--- src/design/afjc_pkg.sv ---
// afjc_pkg: shared types and codes for the auger feed with jam clearing block
// used by afjc_step and auger_feed_with_jam_clearing; no dependencies
`default_nettype none

package afjc_pkg;

  // feed sequence phases
  localparam logic [2:0] FP_IDLE  = 3'd0;
  localparam logic [2:0] FP_INIT  = 3'd1;
  localparam logic [2:0] FP_ACT   = 3'd2;
  localparam logic [2:0] FP_FILL  = 3'd3;
  localparam logic [2:0] FP_WAIT  = 3'd4;
  localparam logic [2:0] FP_CLEAR = 3'd5;
  localparam logic [2:0] FP_LOADF = 3'd6;
  localparam logic [2:0] FP_JAMF  = 3'd7;

  // jam clearing phases
  localparam logic [2:0] CP_INIT  = 3'd0;
  localparam logic [2:0] CP_REV   = 3'd1;
  localparam logic [2:0] CP_REVP  = 3'd2;
  localparam logic [2:0] CP_FWD   = 3'd3;
  localparam logic [2:0] CP_FWDP  = 3'd4;
  localparam logic [2:0] CP_FAULT = 3'd5;

  // relay latch bits
  localparam logic [2:0] RL_NONE = 3'b000;
  localparam logic [2:0] RL_FWD  = 3'b001;
  localparam logic [2:0] RL_REV  = 3'b010;
  localparam logic [2:0] RL_FEED = 3'b100;

  // fault codes
  localparam logic [1:0] FLT_NONE = 2'd0;
  localparam logic [1:0] FLT_LOAD = 2'd1;
  localparam logic [1:0] FLT_JAM  = 2'd2;

  // clear step outcomes
  localparam logic [1:0] CR_NONE = 2'd0;
  localparam logic [1:0] CR_TURN = 2'd1;
  localparam logic [1:0] CR_JAM  = 2'd2;

  // configuration register indexes
  localparam logic [2:0] CFG_TURN_TIMEOUT   = 3'd0;
  localparam logic [2:0] CFG_REFILL_TIMEOUT = 3'd1;
  localparam logic [2:0] CFG_REVERSE        = 3'd2;
  localparam logic [2:0] CFG_PAUSE          = 3'd3;
  localparam logic [2:0] CFG_FORWARD        = 3'd4;
  localparam logic [2:0] CFG_MAX_TRIES      = 3'd5;

  typedef struct packed {
    logic [15:0] turn_timeout;
    logic [15:0] refill_timeout;
    logic [15:0] reverse_len;
    logic [15:0] pause_len;
    logic [15:0] forward_len;
    logic [2:0]  max_tries;
  } cfg_t;

  typedef struct packed {
    logic [2:0] feed_phase;
    logic [2:0] clear_phase;
    logic [7:0] turn_count;
    logic [7:0] feed_snap;
    logic [7:0] clear_snap;
    logic [2:0] rev_tries;
    logic [2:0] relays;
  } state_t;

  typedef struct packed {
    logic       screw_forward;
    logic       screw_reverse;
    logic       feeder_on;
    logic       done_res;
    logic [1:0] fault;
  } res_t;

endpackage

`default_nettype wire

--- src/design/afjc_step.sv ---
// afjc_step: next-state and result logic for one tick or start word
// depends on afjc_pkg
`default_nettype none

module afjc_step #(
  parameter int TIMER_WIDTH = 16
) (
  input  wire afjc_pkg::state_t        st,
  input  wire logic [TIMER_WIDTH-1:0]  feed_tmr,
  input  wire logic [TIMER_WIDTH-1:0]  clear_tmr,
  input  wire afjc_pkg::cfg_t          cfg,
  input  wire logic                    cmd,
  input  wire logic                    fuel_ok,
  input  wire logic                    turn_pulse,
  input  wire logic [7:0]              target_turns,
  output afjc_pkg::state_t             st_nxt,
  output logic [TIMER_WIDTH-1:0]       feed_tmr_nxt,
  output logic [TIMER_WIDTH-1:0]       clear_tmr_nxt,
  output afjc_pkg::res_t               res
);

  localparam logic [32:0] TMR_MAX = (33'd1 << TIMER_WIDTH) - 33'd1;

  // loads saturate at the timer range
  function automatic logic [TIMER_WIDTH-1:0] tload(input logic [15:0] v);
    logic [32:0] v33;
    v33 = {17'd0, v};
    if (v33 > TMR_MAX) return TMR_MAX[TIMER_WIDTH-1:0];
    else               return v33[TIMER_WIDTH-1:0];
  endfunction

  logic       fexp;
  logic       cexp;
  logic [1:0] cres;

  always_comb begin
    st_nxt        = st;
    feed_tmr_nxt  = feed_tmr;
    clear_tmr_nxt = clear_tmr;
    res           = '0;
    fexp          = 1'b0;
    cexp          = 1'b0;
    cres          = afjc_pkg::CR_NONE;

    if (cmd) begin
      st_nxt.feed_phase  = afjc_pkg::FP_INIT;
      st_nxt.clear_phase = afjc_pkg::CP_INIT;
      st_nxt.relays      = afjc_pkg::RL_NONE;
    end else begin
      if (turn_pulse && st.turn_count != 8'hFF)
        st_nxt.turn_count = st.turn_count + 8'd1;
      feed_tmr_nxt  = (feed_tmr != '0) ? feed_tmr - 1'b1 : '0;
      clear_tmr_nxt = (clear_tmr != '0) ? clear_tmr - 1'b1 : '0;
      fexp = (feed_tmr_nxt == '0);
      cexp = (clear_tmr_nxt == '0);

      case (st.feed_phase)
        afjc_pkg::FP_INIT: begin
          st_nxt.turn_count = 8'd0;
          st_nxt.feed_snap  = 8'd0;
          feed_tmr_nxt      = tload(cfg.turn_timeout);
          st_nxt.feed_phase = afjc_pkg::FP_ACT;
          st_nxt.relays     = (st.relays & afjc_pkg::RL_FEED) | afjc_pkg::RL_FWD;
        end
        afjc_pkg::FP_ACT: begin
          if (!fuel_ok) begin
            feed_tmr_nxt      = tload(cfg.refill_timeout);
            st_nxt.feed_phase = afjc_pkg::FP_FILL;
          end else begin
            st_nxt.relays = afjc_pkg::RL_FWD;
            if (fexp)
              st_nxt.feed_phase = afjc_pkg::FP_CLEAR;
            if (st.feed_snap != st_nxt.turn_count)
              feed_tmr_nxt = tload(cfg.turn_timeout);
            st_nxt.feed_snap = st_nxt.turn_count;
            if (st_nxt.turn_count >= target_turns) begin
              st_nxt.feed_phase = afjc_pkg::FP_IDLE;
              st_nxt.relays     = afjc_pkg::RL_NONE;
              res.done_res      = 1'b1;
            end
          end
        end
        afjc_pkg::FP_FILL: begin
          st_nxt.relays = afjc_pkg::RL_FEED;
          if (fuel_ok) begin
            feed_tmr_nxt      = tload(cfg.turn_timeout);
            st_nxt.feed_phase = afjc_pkg::FP_WAIT;
          end else if (fexp) begin
            st_nxt.feed_phase = afjc_pkg::FP_LOADF;
            st_nxt.relays     = afjc_pkg::RL_NONE;
            res.done_res      = 1'b1;
          end
        end
        afjc_pkg::FP_WAIT: begin
          st_nxt.relays = afjc_pkg::RL_FEED;
          if (fexp)
            st_nxt.feed_phase = afjc_pkg::FP_ACT;
        end
        afjc_pkg::FP_CLEAR: begin
          case (st.clear_phase)
            afjc_pkg::CP_INIT: begin
              st_nxt.rev_tries   = 3'd0;
              st_nxt.clear_snap  = st_nxt.turn_count;
              clear_tmr_nxt      = tload(cfg.reverse_len);
              st_nxt.clear_phase = afjc_pkg::CP_REV;
              st_nxt.relays = (st.relays & afjc_pkg::RL_FEED) | afjc_pkg::RL_REV;
            end
            afjc_pkg::CP_REV: begin
              st_nxt.relays = (st.relays & afjc_pkg::RL_FEED) | afjc_pkg::RL_REV;
              if (cexp) begin
                st_nxt.clear_snap = st_nxt.turn_count;
                clear_tmr_nxt     = tload(cfg.pause_len);
                st_nxt.relays     = st.relays & afjc_pkg::RL_FEED;
                if (st.rev_tries >= cfg.max_tries) begin
                  st_nxt.clear_phase = afjc_pkg::CP_FAULT;
                end else begin
                  st_nxt.clear_phase = afjc_pkg::CP_REVP;
                  st_nxt.rev_tries   = st.rev_tries + 3'd1;
                end
              end
            end
            afjc_pkg::CP_REVP: begin
              st_nxt.relays = st.relays & afjc_pkg::RL_FEED;
              if (cexp) begin
                clear_tmr_nxt      = tload(cfg.forward_len);
                st_nxt.clear_phase = afjc_pkg::CP_FWD;
                st_nxt.relays = (st.relays & afjc_pkg::RL_FEED) | afjc_pkg::RL_FWD;
              end
            end
            afjc_pkg::CP_FWD: begin
              st_nxt.relays = (st.relays & afjc_pkg::RL_FEED) | afjc_pkg::RL_FWD;
              if (cexp) begin
                clear_tmr_nxt      = tload(cfg.pause_len);
                st_nxt.clear_phase = afjc_pkg::CP_FWDP;
                st_nxt.relays      = st.relays & afjc_pkg::RL_FEED;
              end
              // a turn during the forward run ends clearing
              if (st.clear_snap != st_nxt.turn_count) begin
                st_nxt.clear_phase = afjc_pkg::CP_INIT;
                cres               = afjc_pkg::CR_TURN;
              end else begin
                st_nxt.clear_snap = st_nxt.turn_count;
              end
            end
            afjc_pkg::CP_FWDP: begin
              st_nxt.relays = st.relays & afjc_pkg::RL_FEED;
              if (cexp) begin
                clear_tmr_nxt      = tload(cfg.reverse_len);
                st_nxt.clear_phase = afjc_pkg::CP_REV;
                st_nxt.relays = (st.relays & afjc_pkg::RL_FEED) | afjc_pkg::RL_REV;
              end
            end
            default: begin
              st_nxt.clear_phase = afjc_pkg::CP_INIT;
              cres               = afjc_pkg::CR_JAM;
            end
          endcase
          if (cres == afjc_pkg::CR_TURN) begin
            st_nxt.feed_phase = afjc_pkg::FP_ACT;
            feed_tmr_nxt      = tload(cfg.turn_timeout);
          end else if (cres == afjc_pkg::CR_JAM) begin
            st_nxt.feed_phase = afjc_pkg::FP_JAMF;
            st_nxt.relays     = afjc_pkg::RL_NONE;
          end
        end
        default: begin
          st_nxt.relays = afjc_pkg::RL_NONE;
        end
      endcase

      if (st_nxt.feed_phase == afjc_pkg::FP_LOADF)
        res.fault = afjc_pkg::FLT_LOAD;
      else if (st_nxt.feed_phase == afjc_pkg::FP_JAMF)
        res.fault = afjc_pkg::FLT_JAM;
    end

    res.screw_forward = |(st_nxt.relays & afjc_pkg::RL_FWD);
    res.screw_reverse = |(st_nxt.relays & afjc_pkg::RL_REV);
    res.feeder_on     = |(st_nxt.relays & afjc_pkg::RL_FEED);
  end

endmodule

`default_nettype wire

--- src/design/auger_feed_with_jam_clearing.sv ---
// auger_feed_with_jam_clearing: top level with config registers, state and result register
// depends on afjc_pkg and afjc_step
`default_nettype none

// Auger feed controller with jam clearing. Each input word is a tick (cmd 0) or a
// start command (cmd 1); every word yields one result word holding the relay
// states, done and fault. A word is accepted whenever the result register is empty
// or being taken, so with out_ready high one word per cycle is sustained; its
// result appears in the output register on the next cycle. The whole step runs
// in one pass through afjc_step between the state and result registers, so only
// out_ready sets the rate. Configuration writes are taken in every cycle.
module auger_feed_with_jam_clearing #(
  parameter int TIMER_WIDTH = 16
) (
  input  wire logic        clk,
  input  wire logic        rst_n,
  input  wire logic        in_valid,
  output logic             in_ready,
  input  wire logic        in_cmd,
  input  wire logic        in_fuel_ok,
  input  wire logic        in_turn_pulse,
  input  wire logic [7:0]  in_target_turns,
  output logic             out_valid,
  input  wire logic        out_ready,
  output logic             out_screw_forward,
  output logic             out_screw_reverse,
  output logic             out_feeder_on,
  output logic             out_done_res,
  output logic [1:0]       out_fault,
  input  wire logic        cfg_valid,
  output logic             cfg_ready,
  input  wire logic [2:0]  cfg_index,
  input  wire logic [15:0] cfg_data
);

  afjc_pkg::cfg_t   cfg_r;
  afjc_pkg::state_t st_r;
  afjc_pkg::state_t st_nxt;
  afjc_pkg::res_t   res_nxt;
  afjc_pkg::res_t   res_r;
  logic [TIMER_WIDTH-1:0] feed_tmr_r;
  logic [TIMER_WIDTH-1:0] feed_tmr_nxt;
  logic [TIMER_WIDTH-1:0] clear_tmr_r;
  logic [TIMER_WIDTH-1:0] clear_tmr_nxt;
  logic out_valid_r;
  logic in_acc;

  assign cfg_ready = 1'b1;
  assign in_ready  = !out_valid_r || out_ready;
  assign in_acc    = in_valid && in_ready;

  always_ff @(posedge clk) begin
    if (!rst_n) begin
      cfg_r.turn_timeout   <= 16'd400;
      cfg_r.refill_timeout <= 16'd1000;
      cfg_r.reverse_len    <= 16'd200;
      cfg_r.pause_len      <= 16'd100;
      cfg_r.forward_len    <= 16'd400;
      cfg_r.max_tries      <= 3'd3;
    end else if (cfg_valid) begin
      case (cfg_index)
        afjc_pkg::CFG_TURN_TIMEOUT:   cfg_r.turn_timeout   <= cfg_data;
        afjc_pkg::CFG_REFILL_TIMEOUT: cfg_r.refill_timeout <= cfg_data;
        afjc_pkg::CFG_REVERSE:        cfg_r.reverse_len    <= cfg_data;
        afjc_pkg::CFG_PAUSE:          cfg_r.pause_len      <= cfg_data;
        afjc_pkg::CFG_FORWARD:        cfg_r.forward_len    <= cfg_data;
        afjc_pkg::CFG_MAX_TRIES:      cfg_r.max_tries      <= cfg_data[2:0];
        default: ;
      endcase
    end
  end

  afjc_step #(
    .TIMER_WIDTH(TIMER_WIDTH)
  ) u_step (
    .st            (st_r),
    .feed_tmr      (feed_tmr_r),
    .clear_tmr     (clear_tmr_r),
    .cfg           (cfg_r),
    .cmd           (in_cmd),
    .fuel_ok       (in_fuel_ok),
    .turn_pulse    (in_turn_pulse),
    .target_turns  (in_target_turns),
    .st_nxt        (st_nxt),
    .feed_tmr_nxt  (feed_tmr_nxt),
    .clear_tmr_nxt (clear_tmr_nxt),
    .res           (res_nxt)
  );

  always_ff @(posedge clk) begin
    if (!rst_n) begin
      st_r.feed_phase  <= afjc_pkg::FP_IDLE;
      st_r.clear_phase <= afjc_pkg::CP_INIT;
      st_r.turn_count  <= 8'd0;
      st_r.feed_snap   <= 8'd0;
      st_r.clear_snap  <= 8'd0;
      st_r.rev_tries   <= 3'd0;
      st_r.relays      <= afjc_pkg::RL_NONE;
      feed_tmr_r       <= '0;
      clear_tmr_r      <= '0;
      out_valid_r      <= 1'b0;
    end else begin
      if (in_acc) begin
        st_r        <= st_nxt;
        feed_tmr_r  <= feed_tmr_nxt;
        clear_tmr_r <= clear_tmr_nxt;
        out_valid_r <= 1'b1;
      end else if (out_ready) begin
        out_valid_r <= 1'b0;
      end
    end
  end

  // result payload, no reset needed
  always_ff @(posedge clk) begin
    if (in_acc)
      res_r <= res_nxt;
  end

  assign out_valid         = out_valid_r;
  assign out_screw_forward = res_r.screw_forward;
  assign out_screw_reverse = res_r.screw_reverse;
  assign out_feeder_on     = res_r.feeder_on;
  assign out_done_res      = res_r.done_res;
  assign out_fault         = res_r.fault;

`ifndef SYNTH
  a_no_fwd_rev: assert property (@(posedge clk) disable iff (!rst_n)
    out_valid_r |-> !(out_screw_forward && out_screw_reverse))
    else $error("forward and reverse relays both on");

  a_fault_relays_off: assert property (@(posedge clk) disable iff (!rst_n)
    (out_valid_r && out_fault != afjc_pkg::FLT_NONE) |->
      (!out_screw_forward && !out_screw_reverse && !out_feeder_on))
    else $error("relay on while faulted");

  a_done_relays_off: assert property (@(posedge clk) disable iff (!rst_n)
    (out_valid_r && out_done_res) |->
      (!out_screw_forward && !out_screw_reverse && !out_feeder_on &&
       out_fault != afjc_pkg::FLT_JAM))
    else $error("done with relay on or jam fault");

  a_start_clean: assert property (@(posedge clk) disable iff (!rst_n)
    (in_acc && in_cmd) |=>
      (out_valid_r && !out_done_res && out_fault == afjc_pkg::FLT_NONE &&
       st_r.feed_phase == afjc_pkg::FP_INIT))
    else $error("start command result not clean");

  a_fault_code: assert property (@(posedge clk) disable iff (!rst_n)
    out_valid_r |-> (out_fault != 2'd3))
    else $error("illegal fault code");
`endif

endmodule

`default_nettype wire

--- config.mk ---
export PLATFORM = sky130hd
export DESIGN_NAME = auger_feed_with_jam_clearing
export DESIGN_NICKNAME = d
export VERILOG_FILES = /design/src/design/afjc_pkg.sv /design/src/design/afjc_step.sv /design/src/design/auger_feed_with_jam_clearing.sv
export SDC_FILE = /design/constraint.sdc
export NUM_CORES = 1
export LEC_CHECK = 0
export BUFFER_PORTS_ARGS = -buffer_cell sky130_fd_sc_hd__buf_4
export CORE_MARGIN = 10
export CORE_UTILIZATION = 45
export CTS_CLUSTER_SIZE = 16
export DETAILED_ROUTE_END_ITERATION = 10
export PLACE_DENSITY_LB_ADDON = 0.05
export SLEW_MARGIN = 20
export SYNTH_ARGS = -nofsm -noshare
export SYNTH_HDL_FRONTEND = slang
export SYNTH_SLANG_ARGS = --single-unit
--- constraint.sdc ---
create_clock -name clk -period 10.07 [get_ports clk]
set_input_delay 2.014 -clock clk [delete_from_list [all_inputs] [get_ports clk]]
set_output_delay 2.014 -clock clk [all_outputs]
set_load 0.05 [all_outputs]
## Word level (Yosys, flattened, before mapping)

Index checks and enable logic that the tools add are counted.

| cells by class | value |
|---|---|
| equal/unequal tests | 29 |
| add/sub/neg operators | 4 |
| reductions and logical operators | 29 |
| multiplexer cells | 66 |
| bitwise gates (word level) | 1 |
| $lt $le $gt $ge | 2 |

Operators by type and width:

| operator | count |
|---|---|
| $mux W16 | 10 |
| $pmux W16 S4 | 2 |
| $mux W3 | 23 |
| $pmux W3 S5 | 4 |
| $mux W8 | 5 |
| $logic_not A16 Y1 | 2 |
| $reduce_bool A16 Y1 | 2 |
| $sub A16 B1 Y16 const B | 2 |
| $pmux W8 S3 | 1 |
| $eq A3 B3 Y1 const B | 7 |
| $eq A3 B2 Y1 const B | 6 |
| $reduce_and A6 Y1 | 3 |
| $ne A8 B8 Y1 | 2 |
| $pmux W8 S2 | 1 |
| $mux W14 | 1 |
| $reduce_and A2 Y1 | 7 |
| $mux W1 | 11 |
| $eq A3 B1 Y1 const B | 3 |
| $ne A3 B2 Y1 const B | 3 |
| $add A8 B1 Y8 const B | 1 |
| $ge A8 B8 Y1 | 1 |
| $mux W2 | 4 |
| $ne A8 B8 Y1 const B | 1 |
| $reduce_bool A2 Y1 | 4 |
| 20 further kinds | 25 |

| storage, ports and cells | value |
|---|---|
| flip-flop bits (word level) | 158 |
| logic and storage cells | 153 |
| input bits | 35 |

## Longest topological paths before layout

| depth | value |
|---|---|
| depth in word-level cells | 17 |
| gate-level depth with buffers | 17 |
| mapped depth without buffers | 16 |

## Cells and area by module

A second synthesis with hierarchy kept.

| second synthesis, totals | value |
|---|---|
| cell total of the unflattened synthesis | 1348 |
| area total of the unflattened synthesis | 10171.0 um^2 |

Modules (own cells, without submodules):

| module | area each (um^2) | times used | cells each | seq. area each (um^2) |
|---|---|---|---|---|
| auger_feed_with_jam_clearing | 5728.0 | 1 | 605 | 3223.1 |
| afjc_step | 4443.0 | 1 | 743 | 0.0 |

## Worst setup path after synthesis

OpenSTA, ideal clock, no wires.

| timing | value |
|---|---|
| path type | input to output |
| start | in out_ready |
| end | out in_ready |
| data required time | 8056 ps |
| path buffers | 0 |
| path slack | 5605 ps |
| data arrival time | 2451 ps |
| cell stages on the path | 1 |
| cells stage by stage | nand2b_1 |

| on the way | value |
|---|---|
| cells in the longest elaborated chain, start to end | 1 |

Ends and longest elaborated chain:

| item | line | source |
|---|---|---|
| start, declared | auger_feed_with_jam_clearing.sv:24 | `input wire logic out_ready,` |
| $logic_or A1 B1 Y1 | auger_feed_with_jam_clearing.sv:49 | `assign in_ready = !out_valid_r \|\| out_ready;` |
| end, declared | auger_feed_with_jam_clearing.sv:18 | `output logic in_ready,` |

Every way passes these cells.

## Worst setup path in the final report

| timing | value |
|---|---|
| start | in in_turn_pulse |
| end | reg feed_tmr_r[10] |

| on the way | value |
|---|---|
| cells in the longest elaborated chain, start to end | 11 |
| elaborated cells between the ends (all ways) | 14 |
| those cells by class | eq/ne (3); mux (10); reduce/logical (1) |

Ends and longest elaborated chain:

| item | line | source |
|---|---|---|
| start, declared | auger_feed_with_jam_clearing.sv:21 | `input wire logic in_turn_pulse,` |
| $logic_and A1 B1 Y1 (*) | afjc_step.sv:50 | `if (turn_pulse && st.turn_count != 8'hFF)` |
| $mux W8 (*) | afjc_step.sv:50 |  |
| $mux W8 (*) | afjc_step.sv:45 | `if (cmd) begin` |
| $ne A8 B8 Y1 | afjc_step.sv:138 | `if (st.clear_snap != st_nxt.turn_count) begin` |
| $mux W1 | afjc_step.sv:138 |  |
| $pmux W2 S2 | afjc_step.sv:100 | `case (st.clear_phase)` |
| $mux W2 | afjc_step.sv:57 | `case (st.feed_phase)` |
| $mux W2 | afjc_step.sv:45 |  |
| $eq A2 B1 Y1 | afjc_step.sv:158 | `if (cres == afjc_pkg::CR_TURN) begin` |
| $mux W16 | afjc_step.sv:158 |  |
| $pmux W16 S4 (*) | afjc_step.sv:57 |  |
| end signal, assigned | auger_feed_with_jam_clearing.sv:105 | `feed_tmr_r <= feed_tmr_nxt;` |
| end, declared | auger_feed_with_jam_clearing.sv:41 | `logic [TIMER_WIDTH-1:0] feed_tmr_r;` |

Every way passes the cells marked *; elsewhere a longest branch is shown, timed or not. The select of a mux whose other input is x is not followed.
A chain may end at the register's enable or synchronous reset.

==> metrics.md <==
| Metric | Value |
|---|---|
| CTS Buf Count | 17 |
| Post-Syn Area per Cell | 7.57 um^2 |
| Skew final | 11.6 ps |
| Synthesized Nets | 1251 |
| # nets final | 1237 |
| Share of the yosys chip area belonging to registers | 35.5% |
| Gr usage total | 21.4% |
| Psw | 593 uW |
| WL final | 28.6 mm |
| Area Overhead vs Synth | 10.6% |
| Cell-internal power | 1170 uW |
| Reg2reg start | clear_tmr_r[0]$_SDFFE_PN0P_ |
| Skew-Pair Late Insertion Delay | 440 ps |
| VDD IR-drop max | 0.000129 V |
| Hold crit path type | register to register |
| Max cap viols | 0 |
| WP data arrival | 5090 ps |
| Worst reg-to-reg path cell count | 12 |
| Max Clock Freq | 0.210 GHz |
| Switching share of total power | 33.6% |
| Vias per inst | 5.99 |
| Mapped cell area | 9080 um^2 |
| Residual DRC | 0 |
| Placeable core area | 19700 um^2 |
| Post-CTS setup buffers | 0 |
| Largest net degree at the start of global routing | 75 |
| Die width | 162 um |
| Gate power share | 21.6% |
| Clock Power Share | 39.5% |
| I/O pin cnt | 44 |
| Via Count | 8768 |
| Synth cell types | 97 |
| Die area | 26300 um^2 |
| Crit path max fanout | 15 |
| Initial drt markers | 961 |
| WL/cell | 19.6 um |
| Placed Area | 9420 um^2 |
| CP Launch Type | input port |
| Setup TNS Final | 0 ps |
| Final design utilization | 51.1% |
| Worst reg2reg setup slack | 5690 ps |
| Port buffer count | 42 |
| Hold Path Cell Cnt | 2 |
| Deepest clock path buffer count | 2 |
| Grt ovf | 0 |
| Num rows | 51 |
| Main flop type after synthesis | dfxtp_1 |
| RR Endpoint | out_screw_forward$_DFFE_PP_ |
| Unrepaired setup endpoints after global routing | no |
| WHS Endpoint | cfg_r[9]$_SDFFE_PN0P_ |
| Count of final hold-check violations | 0 |
| Initial antenna violation count | 0 |
| Gp weighted congestion | 0.933 |
| Initial Util | 46.2% |
| Number of global-route vias before repair | 8035 |
| Mapped Cells | 1200 |
| Synth Warn # | 0 |
| Cell Pwr Density | 176 nW/um^2 |
| Period utilisation layout | 47.3% |
| Worst-Margin Slew | 989 ps |
| Slew headroom | 33.2% |
| Final Setup Violations | 0 |
| Fraction of layout cells with a size suffix above 1 | 10.3% |
| CTS resizes | 0 |
| Chip height | 162 um |
| Worst setup EP type | register |
| CTS root buffer | clkbuf_16 |
| Sequential power share | 38.9% |
| Async SR Flop Fraction | 0% |
| Leak | 0.00375 uW |
| First-pass GRT wire length | 45.5 mm |
| H-tree depth | 4 |
| Commonest non-fill, non-tap cell in the layout | nand2_1 |
| Post-synthesis register bit count | 158 |
| Detailed Routing Iterations Pass 1 | 5 |
| Hold_buf cts | 0 |
| Worst endpoint required time | 10400 ps |
| CTS clk-pin slew, worst paths | 70 ps |
| Crit path time final | 4760 ps |
| Post-route ant nets | 0 |
| Post-synth EDFFs | 6 |
| Status | finished clean |
| Slew Limit Fails | 0 |
| Clock sink count | 158 |
| Min-delay src | cfg_r[9]$_SDFFE_PN0P_ |
| ANT cells | 0 |
| WS Path Type | input port to register |
| Design Area, Final | 10000 um^2 |
| CTS tree | yes |
| DP HPWL | 19.6 mm |
| Most frequent cells in the layout | 225 x nand2_1, 152 x dfxtp_1, 119 x a21oi_1 |
==> Yosys cell counts (6+ instances only) <==
cell type	instances	area, um^2
o21ai_1	14	70.1
a31oi_1	14	87.6
nor2b_1	7	43.8
or4_1	7	52.6
a221oi_1	13	114
o211ai_1	12	90.1
a21oi_1	119	596
and3_1	11	68.8
mux2i_1	10	100
xnor2_1	13	114
xor2_1	15	131
nand2_1	225	845
dfxtp_1	152	3040
o31ai_1	6	45.0
or3_1	9	56.3
o22ai_1	6	37.5
a22oi_1	25	188
nand3_1	52	260
edfxtp_1	6	180
inv_1	30	113
clkbuf_1	56	210
buf_2	12	60.1
a211oi_1	10	75.1
ha_1	16	200
nand2b_1	13	81.3
nor3_1	35	175
nand4_1	11	68.8
buf_1	6	22.5
o21ai_0	52	260
nor4_1	11	68.8
nor2_1	100	375
==> power groups by stage <==
stage	Combinational [uW]	Sequential, uW	Clock (uW)
after floorplan	291	687	0
after global placement	374	699	0
after detailed placement	374	699	0
after CTS	376	685	707
after global routing	422	690	731
final	381	686	698
==> area by class of cell <==
class / count / area, um^2
fill: 2029 / 9610
multi-input combinational: 927 / 5370
sequential: 158 / 3220
clock buffer: 18 / 439
timing repair buffer: 50 / 375
tap: 265 / 332
clock inverter: 14 / 185
inverter: 32 / 120
==> worst max path at each step <==
stage	from	end	slack (ps)
floorplan	out_ready	in_ready	5600
global placement	in_turn_pulse	feed_tmr_r[10]$_SDFFE_PN0P_	4990
detailed placement	in_turn_pulse	feed_tmr_r[10]$_SDFFE_PN0P_	4950
CTS	in_turn_pulse	feed_tmr_r[10]$_SDFFE_PN0P_	5400
global route	in_turn_pulse	feed_tmr_r[10]$_SDFFE_PN0P_	5120
finish	in_turn_pulse	feed_tmr_r[10]$_SDFFE_PN0P_	5310
==> metrics by stage <==
step / total power [uW] / hold WS (ps) / setup WS [ps] / std cells
after floorplan: 978 / 432 / 5600 / 1200
after global routing: 1840 / 470 / 5120 / 1464
after detailed placement: 1070 / 445 / 4950 / 1432
after CTS: 1770 / 454 / 5400 / 1464
final: 1760 / 454 / 5310 / 1464
after global placement: 1070 / 439 / 4990 / 1432
==> flip-flops by register name (all words and copies together), names as in the netlist <==
signal and cells:
out_valid 1, cfg_r 83, out_screw_reverse 1, out_fault 2, feed_tmr_r 16, out_feeder_on 1
st_r 36, clear_tmr_r 16, out_done_res 1, out_screw_forward 1
==> cells by family (layout without fill, tap and decap cells) <==
family,after synthesis,count (layout),synth area share (%)
muxes,14,14,1.60
adders and majority gates,16,16,2.21
AOI/OAI and AO/OA,338,338,24.3
and+or+nand+nor,529,529,27.9
buffers and inverters,115,114,5.47
other,1,1,0.0413
DFF,158,158,35.5
xor gates and xnor gates,29,29,2.95
==> worst max-delay path: stages <==
cell and delay, ps:
buf_4 170, nand4_1 130, nor2_1 190, mux2i_1 560
xnor2_1 190, and4_1 250, a221o_1 350, o21ai_1 650
nor3_1 90, a221o_1 280, a32o_1 190
==> per-layer routing <==
metal,global-route usage [%],share of wire [%]
met4,5.05,0.90
met3,3.79,5.9
met1,29.9,47
met2,33.5,46
met5,0,0
(Power assumes the default switching activity.)
